`config.mk`:
```
export PLATFORM = sky130hd
export DESIGN_NAME = htbd_ctrl
export DESIGN_NICKNAME = d
export VERILOG_FILES = /design/src/rtl/htbd_pkg.sv /design/src/rtl/htbd_ctrl.sv
export SDC_FILE = /design/constraint.sdc
export NUM_CORES = 1
export LEC_CHECK = 0
export BUFFER_PORTS_ARGS = -buffer_cell sky130_fd_sc_hd__buf_2
export CAP_MARGIN = 0
export CORE_AREA = 2 2 101 103
export CTS_CLUSTER_DIAMETER = 100
export DETAILED_ROUTE_END_ITERATION = 7
export DIE_AREA = 0 0 103 105
export HOLD_SLACK_MARGIN = 0.08
export PLACE_DENSITY_LB_ADDON = 0.15
export RECOVER_POWER = 100
export SLEW_MARGIN = 20
export SYNTH_ARGS = -nofsm -noshare
export SYNTH_HDL_FRONTEND = slang
export SYNTH_SLANG_ARGS = --single-unit
```
`constraint.sdc`:
```
create_clock -name clk -period 4.4 [get_ports clk]
set_input_delay 0.22 -clock clk [delete_from_list [all_inputs] [get_ports clk]]
set_output_delay 0.22 -clock clk [all_outputs]
set_load 0.02 [all_outputs]
```
`src/rtl/htbd_pkg.sv`:
```
// Shared types and constants for the table-driven prefix-code decoder.
package htbd_pkg;

    localparam logic [1:0] CMD_LOAD  = 2'd0;
    localparam logic [1:0] CMD_DATA  = 2'd1;
    localparam logic [1:0] CMD_FLUSH = 2'd2;

    localparam logic [1:0] ST_OK      = 2'd0;
    localparam logic [1:0] ST_NOMATCH = 2'd1;
    localparam logic [1:0] ST_SHORT   = 2'd2;
    localparam logic [1:0] ST_BADLEN  = 2'd3;

    localparam logic [0:0] CFG_NUM_CODES    = 1'd0;
    localparam logic [0:0] CFG_SYMBOL_TOTAL = 1'd1;

    typedef struct packed {
        logic [1:0]  cmd;
        logic [7:0]  entry_index;
        logic [7:0]  entry_symbol;
        logic [5:0]  entry_length;
        logic [31:0] entry_code;
        logic [7:0]  data_byte;
    } in_item_t;

    typedef struct packed {
        logic [7:0] symbol;
        logic       last;
        logic [1:0] status;
    } out_item_t;

    // Controller to datapath commands.
    typedef struct packed {
        logic load_entry;   // write the table slot and update longest length
        logic append_byte;  // shift the input byte into the buffer
        logic scan_start;   // reset the match search
        logic scan_step;    // examine the entry read last cycle
        logic consume;      // remove the best match and count it
        logic fail;         // no match: mark done, drop the buffer
        logic clear;        // end of stream: clear buffer and counters
    } dp_cmd_t;

    // Datapath to controller status.
    typedef struct packed {
        logic can_decode;   // not done, below total, bits present
        logic window_ok;    // enough bits, or padding allowed
        logic scan_end;     // last entry has been examined
        logic found;        // a match was recorded
        logic reach_total;  // the next symbol completes the stream
        logic short_stream; // stream not done and below total
        logic data_ok;      // a data byte would be appended
    } dp_stat_t;

endpackage

```
`src/rtl/htbd_ctrl.sv`:
```
// Controller: sequences loads, byte appends, table scans and results.
module htbd_ctrl
    import htbd_pkg::*;
#(
    parameter int MAX_CODE_LEN = 32
) (
    input  logic       clk,
    input  logic       rst_n,
    input  logic       in_valid,
    output logic       in_ready,
    input  in_item_t   item,
    output in_item_t   item_hold,
    output logic       pad,
    output dp_cmd_t    cmd,
    input  dp_stat_t   stat,
    input  logic [7:0] best_symbol,
    output logic       out_valid,
    input  logic       out_ready,
    output out_item_t  out_item
);
    localparam logic [2:0] S_IDLE  = 3'd0;
    localparam logic [2:0] S_CHECK = 3'd1;
    localparam logic [2:0] S_SCAN  = 3'd2;
    localparam logic [2:0] S_EMIT  = 3'd3;
    localparam logic [2:0] S_FLUSH = 3'd4;
    localparam logic [2:0] S_WAIT  = 3'd5;

    logic [2:0]  state_reg, state_next;
    in_item_t    hold_reg;
    logic        pad_reg, pad_next;
    logic        ov_reg, ov_next;
    out_item_t   oi_reg, oi_next;
    logic        take;
    logic        oslot;

    assign take      = in_valid && in_ready;
    assign oslot     = !ov_reg || out_ready;
    assign in_ready  = (state_reg == S_IDLE) && oslot;
    assign item_hold = hold_reg;
    assign pad       = pad_reg;
    assign out_valid = ov_reg;
    assign out_item  = oi_reg;

    always_comb
    begin
        state_next = state_reg;
        pad_next   = pad_reg;
        ov_next    = ov_reg && !out_ready;
        oi_next    = oi_reg;
        cmd        = '0;
        case (state_reg)
            S_IDLE:
            begin
                if (take)
                begin
                    case (item.cmd)
                        CMD_LOAD:
                        begin
                            if (item.entry_length == 6'd0 ||
                                item.entry_length > 6'(MAX_CODE_LEN))
                            begin
                                ov_next = 1'b1;
                                oi_next = '{symbol: 8'd0, last: 1'b0, status: ST_BADLEN};
                            end
                            else
                                state_next = S_WAIT;
                        end
                        CMD_DATA:
                        begin
                            if (stat.data_ok)
                            begin
                                cmd.append_byte = 1'b1;
                                pad_next        = 1'b0;
                                state_next      = S_CHECK;
                            end
                        end
                        CMD_FLUSH:
                        begin
                            pad_next   = 1'b1;
                            state_next = S_CHECK;
                        end
                        default:
                        begin
                            state_next = S_IDLE;
                        end
                    endcase
                end
            end
            S_WAIT:
            begin
                cmd.load_entry = 1'b1;
                state_next     = S_IDLE;
            end
            S_CHECK:
            begin
                if (stat.can_decode && stat.window_ok)
                begin
                    cmd.scan_start = 1'b1;
                    state_next     = S_SCAN;
                end
                else if (pad_reg)
                    state_next = S_FLUSH;
                else
                    state_next = S_IDLE;
            end
            S_SCAN:
            begin
                cmd.scan_step = 1'b1;
                if (stat.scan_end)
                    state_next = S_EMIT;
            end
            S_EMIT:
            begin
                // The scan overran by one read; that read was flagged invalid and is never matched.
                if (oslot)
                begin
                    ov_next = 1'b1;
                    if (stat.found)
                    begin
                        cmd.consume = 1'b1;
                        oi_next = '{symbol: best_symbol, last: stat.reach_total,
                                    status: ST_OK};
                    end
                    else
                    begin
                        cmd.fail = 1'b1;
                        oi_next = '{symbol: 8'd0, last: 1'b1, status: ST_NOMATCH};
                    end
                    state_next = S_CHECK;
                end
            end
            S_FLUSH:
            begin
                if (oslot)
                begin
                    if (stat.short_stream)
                    begin
                        ov_next = 1'b1;
                        oi_next = '{symbol: 8'd0, last: 1'b1, status: ST_SHORT};
                    end
                    cmd.clear  = 1'b1;
                    state_next = S_IDLE;
                end
            end
            default:
            begin
                state_next = S_IDLE;
            end
        endcase
    end

    always_ff @(posedge clk or negedge rst_n)
    begin
        if (!rst_n)
        begin
            state_reg <= S_IDLE;
            pad_reg   <= 1'b0;
            ov_reg    <= 1'b0;
        end
        else
        begin
            state_reg <= state_next;
            pad_reg   <= pad_next;
            ov_reg    <= ov_next;
        end
    end

    always_ff @(posedge clk)
    begin
        oi_reg <= oi_next;
        if (take)
            hold_reg <= item;
    end
endmodule

```
# Yosys cells after proc, flatten, opt, wreduce, memory -nomap -nowiden
# Cells that the tools add are included.
dict set report word_totals {
  register_bits 80
  inputBits 83
  out_inout_bits 85
  wordCells 87
}
dict set report classes {
  order_cmp 1
  eq_ne 17
  muxes 41
  reduce_logical 16
}
# op n
set ops {}
lappend ops {{11-bit 2-to-1 mux} 7}
lappend ops {{11-bit case mux with 3 select lines} 1}
lappend ops {{3-bit 2-to-1 mux} 8}
lappend ops {{1-bit 2-to-1 mux} 19}
lappend ops {{3-bit case mux with 5 select lines} 1}
lappend ops {{2-bit != test (second input constant)} 6}
lappend ops {{3-bit case mux with 3 select lines} 1}
lappend ops {{7-bit AND reduction} 1}
lappend ops {{3-bit by 2-bit equality test with 1-bit output (second input constant)} 2}
lappend ops {{3-bit equality test (second input constant)} 2}
lappend ops {{6-bit greater-than comparator (second input constant)} 1}
lappend ops {{6-bit logical NOT} 1}
lappend ops {{3-bit != test (second input constant)} 2}
lappend ops {{6-bit AND reduction} 1}
lappend ops {{1-bit logical AND} 4}
lappend ops {{2-bit 2-to-1 mux} 2}
lappend ops {{2-bit by 1-bit != test with 1-bit output (second input constant)} 2}
lappend ops {{4-bit AND reduction} 1}
lappend ops {{3-bit by 1-bit equality test with 1-bit output (second input constant)} 1}
lappend ops {{3-bit logical NOT} 1}
lappend ops {{1-bit case mux with 3 select lines} 1}
lappend ops {{3-bit nonzero test} 1}
lappend ops {{2-bit by 1-bit equality test with 1-bit output (second input constant)} 1}
lappend ops {{2-bit equality test (second input constant)} 1}
lappend ops {{other kinds (5)} 7}

# Longest topological paths before layout
# Gate-level depths: netlist of the first run.
dict set report depth {
  depth_word 6
  depth_mapped 6
  depth_no_buf 5
}

# Worst setup path before layout of the first run
# Ideal clock, no wire load.
dict set report synth_timing {
  path_kind {reg-to-reg}
  from {reg state_reg[1]}
  to {reg hold_reg (netlist bit item_hold[0]) (enable)}
  setup_time_ns 0.418
  t_arrival_ns 2.182
  setup_slack_ns 1.800
  path_stages_with_launch 5
  synth_period_minus_slack_ns 2.600
  cell_sequence {dfrtp_1 -> buf_6 -> nor3_2 -> nand3_1 -> inv_1}
}
dict set report synth_via {
  elab_chain_cells 3
}
# element line_no
set synth_lines {}
lappend synth_lines {{start, declared} htbd_ctrl.sv:28} ;# logic [2:0] state_reg, state_next;
lappend synth_lines {{start signal, assigned} htbd_ctrl.sv:162} ;# state_reg <= state_next;
lappend synth_lines {{3-bit logical NOT} htbd_ctrl.sv:38} ;# assign in_ready = (state_reg == S_IDLE) && oslot;
lappend synth_lines {{1-bit logical AND} htbd_ctrl.sv:38}
lappend synth_lines {{1-bit logical AND} htbd_ctrl.sv:36} ;# assign take = in_valid && in_ready;
lappend synth_lines {{net take} htbd_ctrl.sv:33} ;# logic take;
lappend synth_lines {{end signal, assigned} htbd_ctrl.sv:172} ;# hold_reg <= item;
lappend synth_lines {{end, declared} htbd_ctrl.sv:29} ;# in_item_t hold_reg;
# The timed path passes the listed nets, and every way through them passes these cells.
# A chain may end at the register's enable or synchronous reset.

# Worst setup path after layout of the first run
dict set report layout_timing {
  from {reg state_reg[2]}
  to {reg hold_reg (netlist bit item_hold[58]) (enable)}
}
# Same word-level chain as after synthesis.

==> run_results.csv, run 1 <==
group,metric,value,unit
die,ios,168,
yosys,synth_top_cell_area_share,79.4,%
cts,clock_path_buffers,2,
timing,min_period,2.72,ns
yosys,netlist_area,2840,um2
yosys,synth_area_leader_cell,"edfxtp_1",
cts,cts_tree,"built",
yosys,avgSynthCellArea,18.3,um2
critical_path,endpoint_kind,"flop",
grt,grt_use_total,13.3,%
timing,slew_viol_final,0,
route,via_per_inst,4.22,
cts,clkTransAtPathRegs,0.09,ns
critical_path,crit_type,"flop to flop",
finish,areaGrowthSynthToFinish,58.6,%
placed_design,gp_congestion,0.761,
die,die_x,103,um
yosys,synth_cell_type_count,35,
finish,fill_cells,935,
status,status,"finished clean",
placed_design,dp_hpwl,5160,um
timing,setup_viol,0,
pwr,power_leakage,0.00172,uW
yosys,ys_ff_latch,80,
cts,root_buffer,"clkbuf_8",
finish,diodes,0,
route,wl_met1,3280,um
pwr,vdd_drop_max,0.000234,V
finish,multi_input_area,388,um2
die,initial_utilization,29.4,%
die,dieArea,10800,um2
route,routed.top_layer,"met4",
placed_design,portBuffers,167,
grt,grt-ovfl-total,0,
timing,timing_worst_slew_pin_value,0.855,ns
cts,htreeDepth,3,
finish,seqCellArea,2380,um2
critical_path,cp-start-kind,"flop",
yosys,yosysSeqAreaShare,83.8,%
route,dr_wl_met3,649,um
route,vias,2239,
route,wire_per_inst,14.4,um
yosys,syn_nets,238,
die,fp-row-count,36,
timing,grt_setup_unrepaired,"false",
critical_path,crit_arrival,2.75,ns
timing,tns,0,ns
pwr,powerDensity,517,nW/um2
route,ant_nets,0,
timing,fin_crit_sh,61.9,%
finish,final_nets,476,
grt,antenna_found_initial,0,
critical_path,required,4.42,ns
yosys,ys_warn_count,0,
cts,clk_latency,0.35,ns
run,max_cap_violations,0,
timing,fin_skew,0.0132,ns
min_path,hp-class,"input pin to flop",
route,dr_wl_met2,3610,um
yosys,syn_inst,155,
finish,largest_register_ff_count,64,
timing,hold_viol,0,
placed_design,pre_cts_slack,2.18,ns
timing,relSlewSlack,42.9,%
route,drcViolationCount,0,
cts,numCtsBuffers,9,
cts,cts_setup_buffers,0,
grt,grt_pass1_wl,10700,um
timing,setup_ws,1.68,ns
die,core_area,9640,um2
cts,cts.sinks,80,
critical_path,cp_max_fo,22,
yosys,yosys-top-cells-area,"edfxtp_1 79%, dfrtp_1 4.4%, and3_1 2.0%, nor2_1 1.1%, nand2_1 0.93%",
finish,drive_gt1_share,24.4,%
route,drtIter0Drc,62,
die,die_h,105,um
grt,grt_pass1_vias,2131,
route,drt_wl_total,7660,um
timing,fmax,0.367,GHz
route,dr.pass1.iters,4,
grt,grt_max_degree,23,
where the power goes:
group / internal (uW) / leakage, uW / switching, uW / total (uW)
registers: 1050 / 0.000760 / 73.5 / 1130
logic: 197 / 0.000867 / 484 / 681
clock network: 218 / 0.0000973 / 296 / 514
area by class of cell:
type,instances,area share [%]
repair buffers,232,30.3
inverters,5,0.417
well taps,133,3.70
multi-input cells,65,8.62
clock buffers,9,2.75
clock inverters,7,1.33
flip-flops and latches,80,52.8
critical path, stage by stage, from the launching register on:
cell and delay (ns):
dfrtp_1 0.54, nor3_1 0.47, nand3_1 0.25, inv_1 0.69, buf_4 0.43
per-stage QoR:
| step | power, uW | hold slack [ns] | std cells | utilization (%) | instance area (um2) |
|---|---|---|---|---|---|
| global route | 2440 | 0.143 | 531 | 46.7 | 4500 |
| floorplan | 1590 | -0.0756 | 155 | - | 2840 |
| finish | 2320 | 0.164 | 531 | 46.7 | 4500 |
| CTS | 2400 | 0.129 | 531 | 48.0 | 4620 |
| global placement | 1820 | 0.0551 | 452 | 39.5 | 3810 |
| detailed placement | 1830 | 0.0545 | 452 | 39.5 | 3810 |
cells in the final DEF, fill, tap and decap left out, drive strengths merged, types with 2 or more instances in the layout:
master | synthesis | routed
and3b | 2 | 2
inv | 5 | 11
dfrtp | 5 | 5
clkbuf | 3 | 102
nand2 | 7 | 7
o21ai | 6 | 6
buf | 2 | 76
edfxtp | 75 | 75
a21oi | 2 | 2
nor2 | 9 | 9
nor3 | 7 | 7
a22oi | 2 | 2
and3 | 9 | 9
dlygate4sd3 | 0 | 63
nand3 | 5 | 5
what timing repair did:
action | CTS | global route
gates resized for setup | 0 | 0
hold endpoints to repair | 67 | 0
hold buffers | 63 | 0
worst paths after layout:
kind / start / end / slack [ns] / cells after the start
min in group asynchronous: rst_n / out_valid / 0.26 / 2
hold / removal: best_symbol[5] / out_item[8] / 0.16 / 2
setup reg to reg: state_reg[2] / item_hold[58] / 1.68 / 4
setup / recovery: state_reg[2] / item_hold[58] / 1.68 / 4
max in group asynchronous: rst_n / state_reg[0] / 3.88 / 2
hold reg to reg: state_reg[1] / state_reg[2] / 0.60 / 1
cells in the mapped netlist (all sizes together):
library cell	number
clkbuf	3
nor3b	1
a41oi	1
a22oi	2
a32oi	1
and2	1
nor2	9
or4	1
o211ai	1
inv	5
a31oi	1
o21a	1
nand2b	1
or2	1
nand2	7
edfxtp	75
and3b	2
nor4b	1
buf	2
a21o	1
a211oi	1
nor3	7
a21oi	2
o21ai	6
or2b	1
nand3	5
nand4	1
and3	9
nor2b	1
dfrtp	5
routing by layer:
metal	global-route usage, %	vias to the layer above
li1	-	1069
met1	16.2	1041
met2	21.8	116
met3	3.34	13
met4	5.92	0
met5	0	-
logic make-up after synthesis:
family / Yosys count / synth area share, %
and+or+nand+nor: 48 / 9.71
buffers and inverters: 10 / 2.21
DFF: 80 / 83.8
AOI/OAI and AO/OA: 17 / 4.28
Note: power is estimated with default switching activity, not from simulation.
==> run 2: changes to the inputs <==
Settings changed: ABC_AREA from default to 1.
Clock period 4.4 ns to 2.55 ns, I/O delays scaled along.
==> run_results.csv, run 2 <==
group,metric,value,unit
timing,slew_viol_final,0,
die,die_x,103,um
timing,relSlewSlack,59.5,%
grt,grt_pass1_wl,11100,um
route,dr.pass1.iters,4,
critical_path,timing.rr.end,"out_item[4]",
yosys,synth_most_common_cell,"edfxtp_1",
critical_path,path_cells,"inv_2, nand3_1, nor3_1, clkbuf_1",
cts,htreeDepth,3,
cts,cts_resized,0,
yosys,syn_nets,265,
route,drcViolationCount,0,
placed_design,portBuffers,167,
critical_path,cp_max_fo,17,
yosys,yosys-top-cells-area,"edfxtp_1 79%, dfrtp_1 4.4%, nand2_1 3.4%, nor2_1 2.5%, nand3_1 1.8%",
cts,cts.sinks,80,
route,wire_per_inst,13.2,um
finish,largest_register_ff_count,64,
timing,tns,0,ns
yosys,syn_inst,182,
timing,setup_viol,0,
finish,areaGrowthSynthToFinish,59.4,%
run,max_cap_violations,0,
min_path,hp-start,"best_symbol[2]",
yosys,synth_ff_type,"edfxtp_1",
finish,drive_gt1_share,22.5,%
yosys,netlist_area,2860,um2
die,dieArea,10800,um2
finish,final_nets,509,
cts,clkTransAtPathRegs,0.08,ns
cts,numCtsBuffers,9,
yosys,muxShareOfSynthArea,0,%
timing,fmax,0.502,GHz
critical_path,required,2.42,ns
route,vias,2310,
route,ant_nets,0,
die,core_area,9640,um2
placed_design,gp_congestion,0.780,
timing,timing_worst_slew_pin_value,0.606,ns
yosys,synth_common_cells,"75 x edfxtp_1, 26 x nand2_1, 19 x nor2_1",
grt,grt_max_degree,66,
yosys,ys_async_sr_fraction,6.25,%
placed_design,place_inst,482,
finish,layout_commonest_cell,"clkbuf_1",
critical_path,timing.rr.start,"state_reg[2]",
route,via_per_inst,4.10,
critical_path,crit_arrival,1.86,ns
critical_path,reg2reg_depth,7,
die,ios,168,
yosys,synth-edff-count,75,
finish,mostFrequentLayoutCells,"92 x clkbuf_1, 75 x edfxtp_1, 74 x buf_2, 66 x dlygate4sd3_1, 30 x nand2_1",
yosys,synth_top_family_by_area,"simple AND/OR/NAND/NOR gates",
die,initial_utilization,29.6,%
yosys,synth_top_cell_area_share,78.8,%
cts,cts_setup_buffers,0,
grt,antenna_found_initial,0,
yosys,synth-xor-area-share,0,%
grt,grt_pass1_vias,2349,
yosys,synth_area_leader_cell,"edfxtp_1",
critical_path,crit_type,"flop to output pin",
cts,clock_path_buffers,2,
yosys,synth_cell_type_count,22,
cts,cts_hold_buf,66,
finish,stdcell_count,564,
critical_path,slowest_stage,"dfrtp_1",
route,drtIter0Drc,71,
die,fp-row-count,36,
route,drt_wl_total,7450,um
pwr,powerDensity,939,nW/um2
pwr,power_leakage,0.00178,uW
timing,hold_viol,0,
timing,fin_crit_sh,78.1,%
finish,diodes,0,
cts,root_buffer,"clkbuf_8",
grt,grt-ovfl-total,0,
yosys,ys_warn_count,0,
critical_path,max_stage_delay,0.44,ns
yosys,ys_ff_latch,80,
min_path,min_to,"out_item[5]",
yosys,avgSynthCellArea,15.7,um2
cts,cts_tree,"built",
cts,clk_latency,0.34,ns
timing,fin_skew,0.00584,ns
die,die_h,105,um
min_path,holdPathStages,3,
min_path,hp-class,"input pin to flop",
pwr,vdd_drop_max,0.000469,V
finish,fill_cells,986,
status,status,"finished clean",
yosys,synth_fa_ha_area_share,0,%
critical_path,endpoint_kind,"output pin",
yosys,yosys.area_share.simple,11.7,%
timing,grt_setup_unrepaired,"false",
critical_path,cp-start-kind,"flop",
placed_design,dp_hpwl,5070,um
yosys,yosysSeqAreaShare,83.2,%
yosys,synth_compound_area_share,2.45,%
critical_path,r2r_slack,0.61,ns
grt,grt_use_total,13.6,%
timing,min_period,1.99,ns
## run 2: cell count changes after synthesis, sizes merged, moves of 2 or more
cell   delta
nor2     +14
inv       +9
and3b     -2
a22oi     -2
nand2    +25
nor3      -3
nand3     +6
and3      -9
nand4     +2
## run 2: layout make-up
cell class	instances	area (um2)	area share [%]
timing repair buffer	236	1420	31.1
inverter	14	53.8	1.18
clock inverter	7	38.8	0.852
multi-input combinational	85	378	8.30
tap	133	166	3.65
clock buffer	9	124	2.72
sequential	80	2380	52.2
## run 2: worst max-delay path by stage
stage / from / to / slack, ns / cells past startpoint
final: state_reg[2] / cmd[2] / 0.56 / 4
after global routing: state_reg[2] / cmd[2] / 0.34 / 4
after CTS: state_reg[2] / cmd[1] / 0.74 / 4
after detailed placement: state_reg[1] / item_hold[16] / 0.82 / 6
after global placement: state_reg[1] / item_hold[16] / 0.86 / 6
after floorplan: out_valid / item_hold[0] / 0.21 / 6
## run 2: worst max-delay path, delay by kind of cell, from the launching register on
family / cells / cell delay (ns)
AND/OR/NAND/NOR: 2 / 0.71
flip-flops: 1 / 0.44
buffers and inverters: 2 / 0.38
## run 2: through the flow
| stage | setup slack (ns) | utilization [%] | cell area, um2 | hold slack (ns) | power, uW |
|---|---|---|---|---|---|
| global route | 0.342 | 47.2 | 4550 | 0.104 | 4530 |
| finish | 0.560 | 47.2 | 4550 | 0.103 | 4270 |
| detailed placement | 0.824 | 40.2 | 3880 | -0.0535 | 3580 |
| CTS | 0.744 | 48.8 | 4700 | 0.0817 | 4460 |
| global placement | 0.863 | 40.2 | 3880 | -0.0532 | 3570 |
| floorplan | 0.210 | - | 2860 | -0.168 | 3010 |
## run 2: report_power, final
part / internal, uW / switching (uW) / leakage, uW
logic: 392 / 1060 / 0.000937
clock network: 341 / 448 / 0.0000738
registers: 1920 / 115 / 0.000766
## run 2: routing by layer
metal / global-route usage [%] / share of wire, % / up-vias
met1: 15.1 / 41 / 1058
met5: 0 / 0 / -
met4: 6.20 / 1.5 / 0
li1: - / - / 1134
met2: 23.4 / 48 / 108
met3: 4.01 / 9.1 / 10
## run 2: cells by family after synthesis
logic type / count (synthesis)
and+or+nand+nor: 73
buffers and inverters: 17
AOI/OAI and AO/OA: 12
DFF: 80
==> run 3: changes to the inputs <==
Clock period 2.55 ns to 1.7 ns, I/O delays scaled along.
==> run_results.csv, run 3 (same netlist as run 2, synthesis figures left out) <==
group,metric,value,unit
status,status,"finished clean",
grt,grt_pass1_vias,2348,
placed_design,pre_cts_slack,0.0128,ns
critical_path,reg2reg_depth,7,
timing,relSlewSlack,75.9,%
route,drt_wl_total,7940,um
grt,grt_max_degree,35,
cts,root_buffer,"clkbuf_8",
route,via_per_inst,4.02,
critical_path,crit_type,"flop to output pin",
critical_path,timing.rr.end,"item_hold[49]",
die,dieArea,10800,um2
critical_path,crit_arrival,1.50,ns
finish,final_nets,534,
critical_path,crit_path_end,"cmd[5]",
route,drcViolationCount,0,
critical_path,crit_start,"state_reg[0]",
placed_design,portBuffers,167,
placed_design,gp_congestion,0.788,
critical_path,r2r_slack,0.12,ns
pwr,power_leakage,0.00198,uW
placed_design,dp_hpwl,5240,um
timing,setup_viol,0,
cts,cts.sinks,80,
timing,setup_ws,0.114,ns
finish,drive_gt1_share,30.0,%
die,die_x,103,um
critical_path,worst-path-stages,6,
grt,grt-ovfl-total,0,
critical_path,timing.rr.start,"state_reg[0]",
die,ios,168,
die,core_area,9640,um2
min_path,hp-start,"in_valid",
die,initial_utilization,29.6,%
timing,min_period,1.59,ns
critical_path,max_stage_delay,0.46,ns
route,ant_nets,0,
timing,fin_skew,0.0104,ns
finish,diodes,0,
route,dr.pass1.iters,4,
cts,clkTransAtPathRegs,0.08,ns
pwr,vdd_drop_max,0.000692,V
critical_path,slowest_stage,"dfrtp_2",
critical_path,worst-path-buf-inv,1,
critical_path,required,1.62,ns
cts,clk_latency,0.35,ns
route,wire_per_inst,13.5,um
finish,areaGrowthSynthToFinish,74.1,%
route,drtIter0Drc,70,
grt,grt_pass1_wl,11200,um
critical_path,cp_max_fo,4,
timing,timing_worst_slew_pin_value,0.360,ns
timing,slew_viol_final,0,
grt,grt_use_total,13.7,%
critical_path,path_delay_family,"simple AND/OR/NAND/NOR gates",
route,vias,2369,
timing,hold_viol,0,
grt,antenna_found_initial,0,
critical_path,cp-start-kind,"flop",
die,fp-row-count,36,
timing,fmax,0.630,GHz
finish,largest_register_ff_count,64,
run,max_cap_violations,0,
finish,mostFrequentLayoutCells,"84 x clkbuf_1, 82 x buf_2, 76 x dlygate4sd3_1, 75 x edfxtp_1, 25 x nand2_1",
min_path,hp-class,"input pin to flop",
pwr,powerDensity,1480,nW/um2
finish,seqCellArea,2380,um2
finish,finalCoreUtilization,51.6,%
die,die_h,105,um
timing,fin_crit_sh,93.3,%
cts,htreeDepth,3,
finish,layout_commonest_cell,"clkbuf_1",
cts,cts_tree,"built",
critical_path,endpoint_kind,"output pin",
finish,fill_cells,923,
critical_path,path_cells,"nor2_4, nand2_2, nor2_4, nand2_2, nor2_1, buf_4",
cts,clock_path_buffers,2,
finish,multi_input_area,444,um2
cts,numCtsBuffers,9,
==> run 3: timing repair <==
item | in CTS | in global routing
setup endpoints to repair | 1 | 80
pin swaps | 0 | 1
gates cloned | 0 | 3
hold buffers | 76 | 0
gates resized for setup | 0 | 8
buffers inserted | 0 | 4
endpoints found under the hold margin | 80 | 0
==> run 3: how the worst min path moves through the flow <==
stage,endpoint,depth (start not counted),slack (ns)
global placement,state_reg[2],1,-0.1
floorplan,out_valid,0,-0.21
detailed placement,state_reg[2],1,-0.09
finish,pad,3,0.10
CTS,pad,3,0.08
global route,pad,3,0.11
==> run 3: power breakdown <==
part / switching, uW / internal [uW] / total, uW
Combinational: 1760 / 981 / 2740
Sequential: 195 / 2880 / 3070
Clock: 711 / 827 / 1540
==> run 3: layout make-up <==
class / count / area share (%)
Tap cell: 133 / 3.35
Clock buffer: 9 / 2.49
Inverter: 14 / 1.13
Timing Repair Buffer: 261 / 34.4
Multi-Input combinational cell: 85 / 8.93
Sequential cell: 80 / 47.9
Clock inverter: 7 / 1.89
==> run 3: worst reg2reg max path: cells and delay by family (launching register included) <==
family	cells	cell delay [ns]
flip-flops	1	0.46
buffers and inverters	3	0.40
AND/OR/NAND/NOR	4	0.46
==> run 3: per-layer routing <==
metal  track usage (%)  share of wire (%)
met3              4.68                9.4
met1              14.6                 40
met4              5.64                1.5
met2              24.1                 49
met5                 0                  0
==> run 3: stage by stage <==
stage                     area, um2  TNS (ns)  power (uW)  cells  hold WS [ns]
after CTS                      4940   -0.0222        7210    582        0.0813
after floorplan                2880    -34.17        4560    182        -0.211
final                          4970         0        7350    589         0.102
after detailed placement       3970         0        5520    490       -0.0922
after global routing           4970   -0.0231        7770    589         0.113
after global placement         3970         0        5520    490       -0.0970
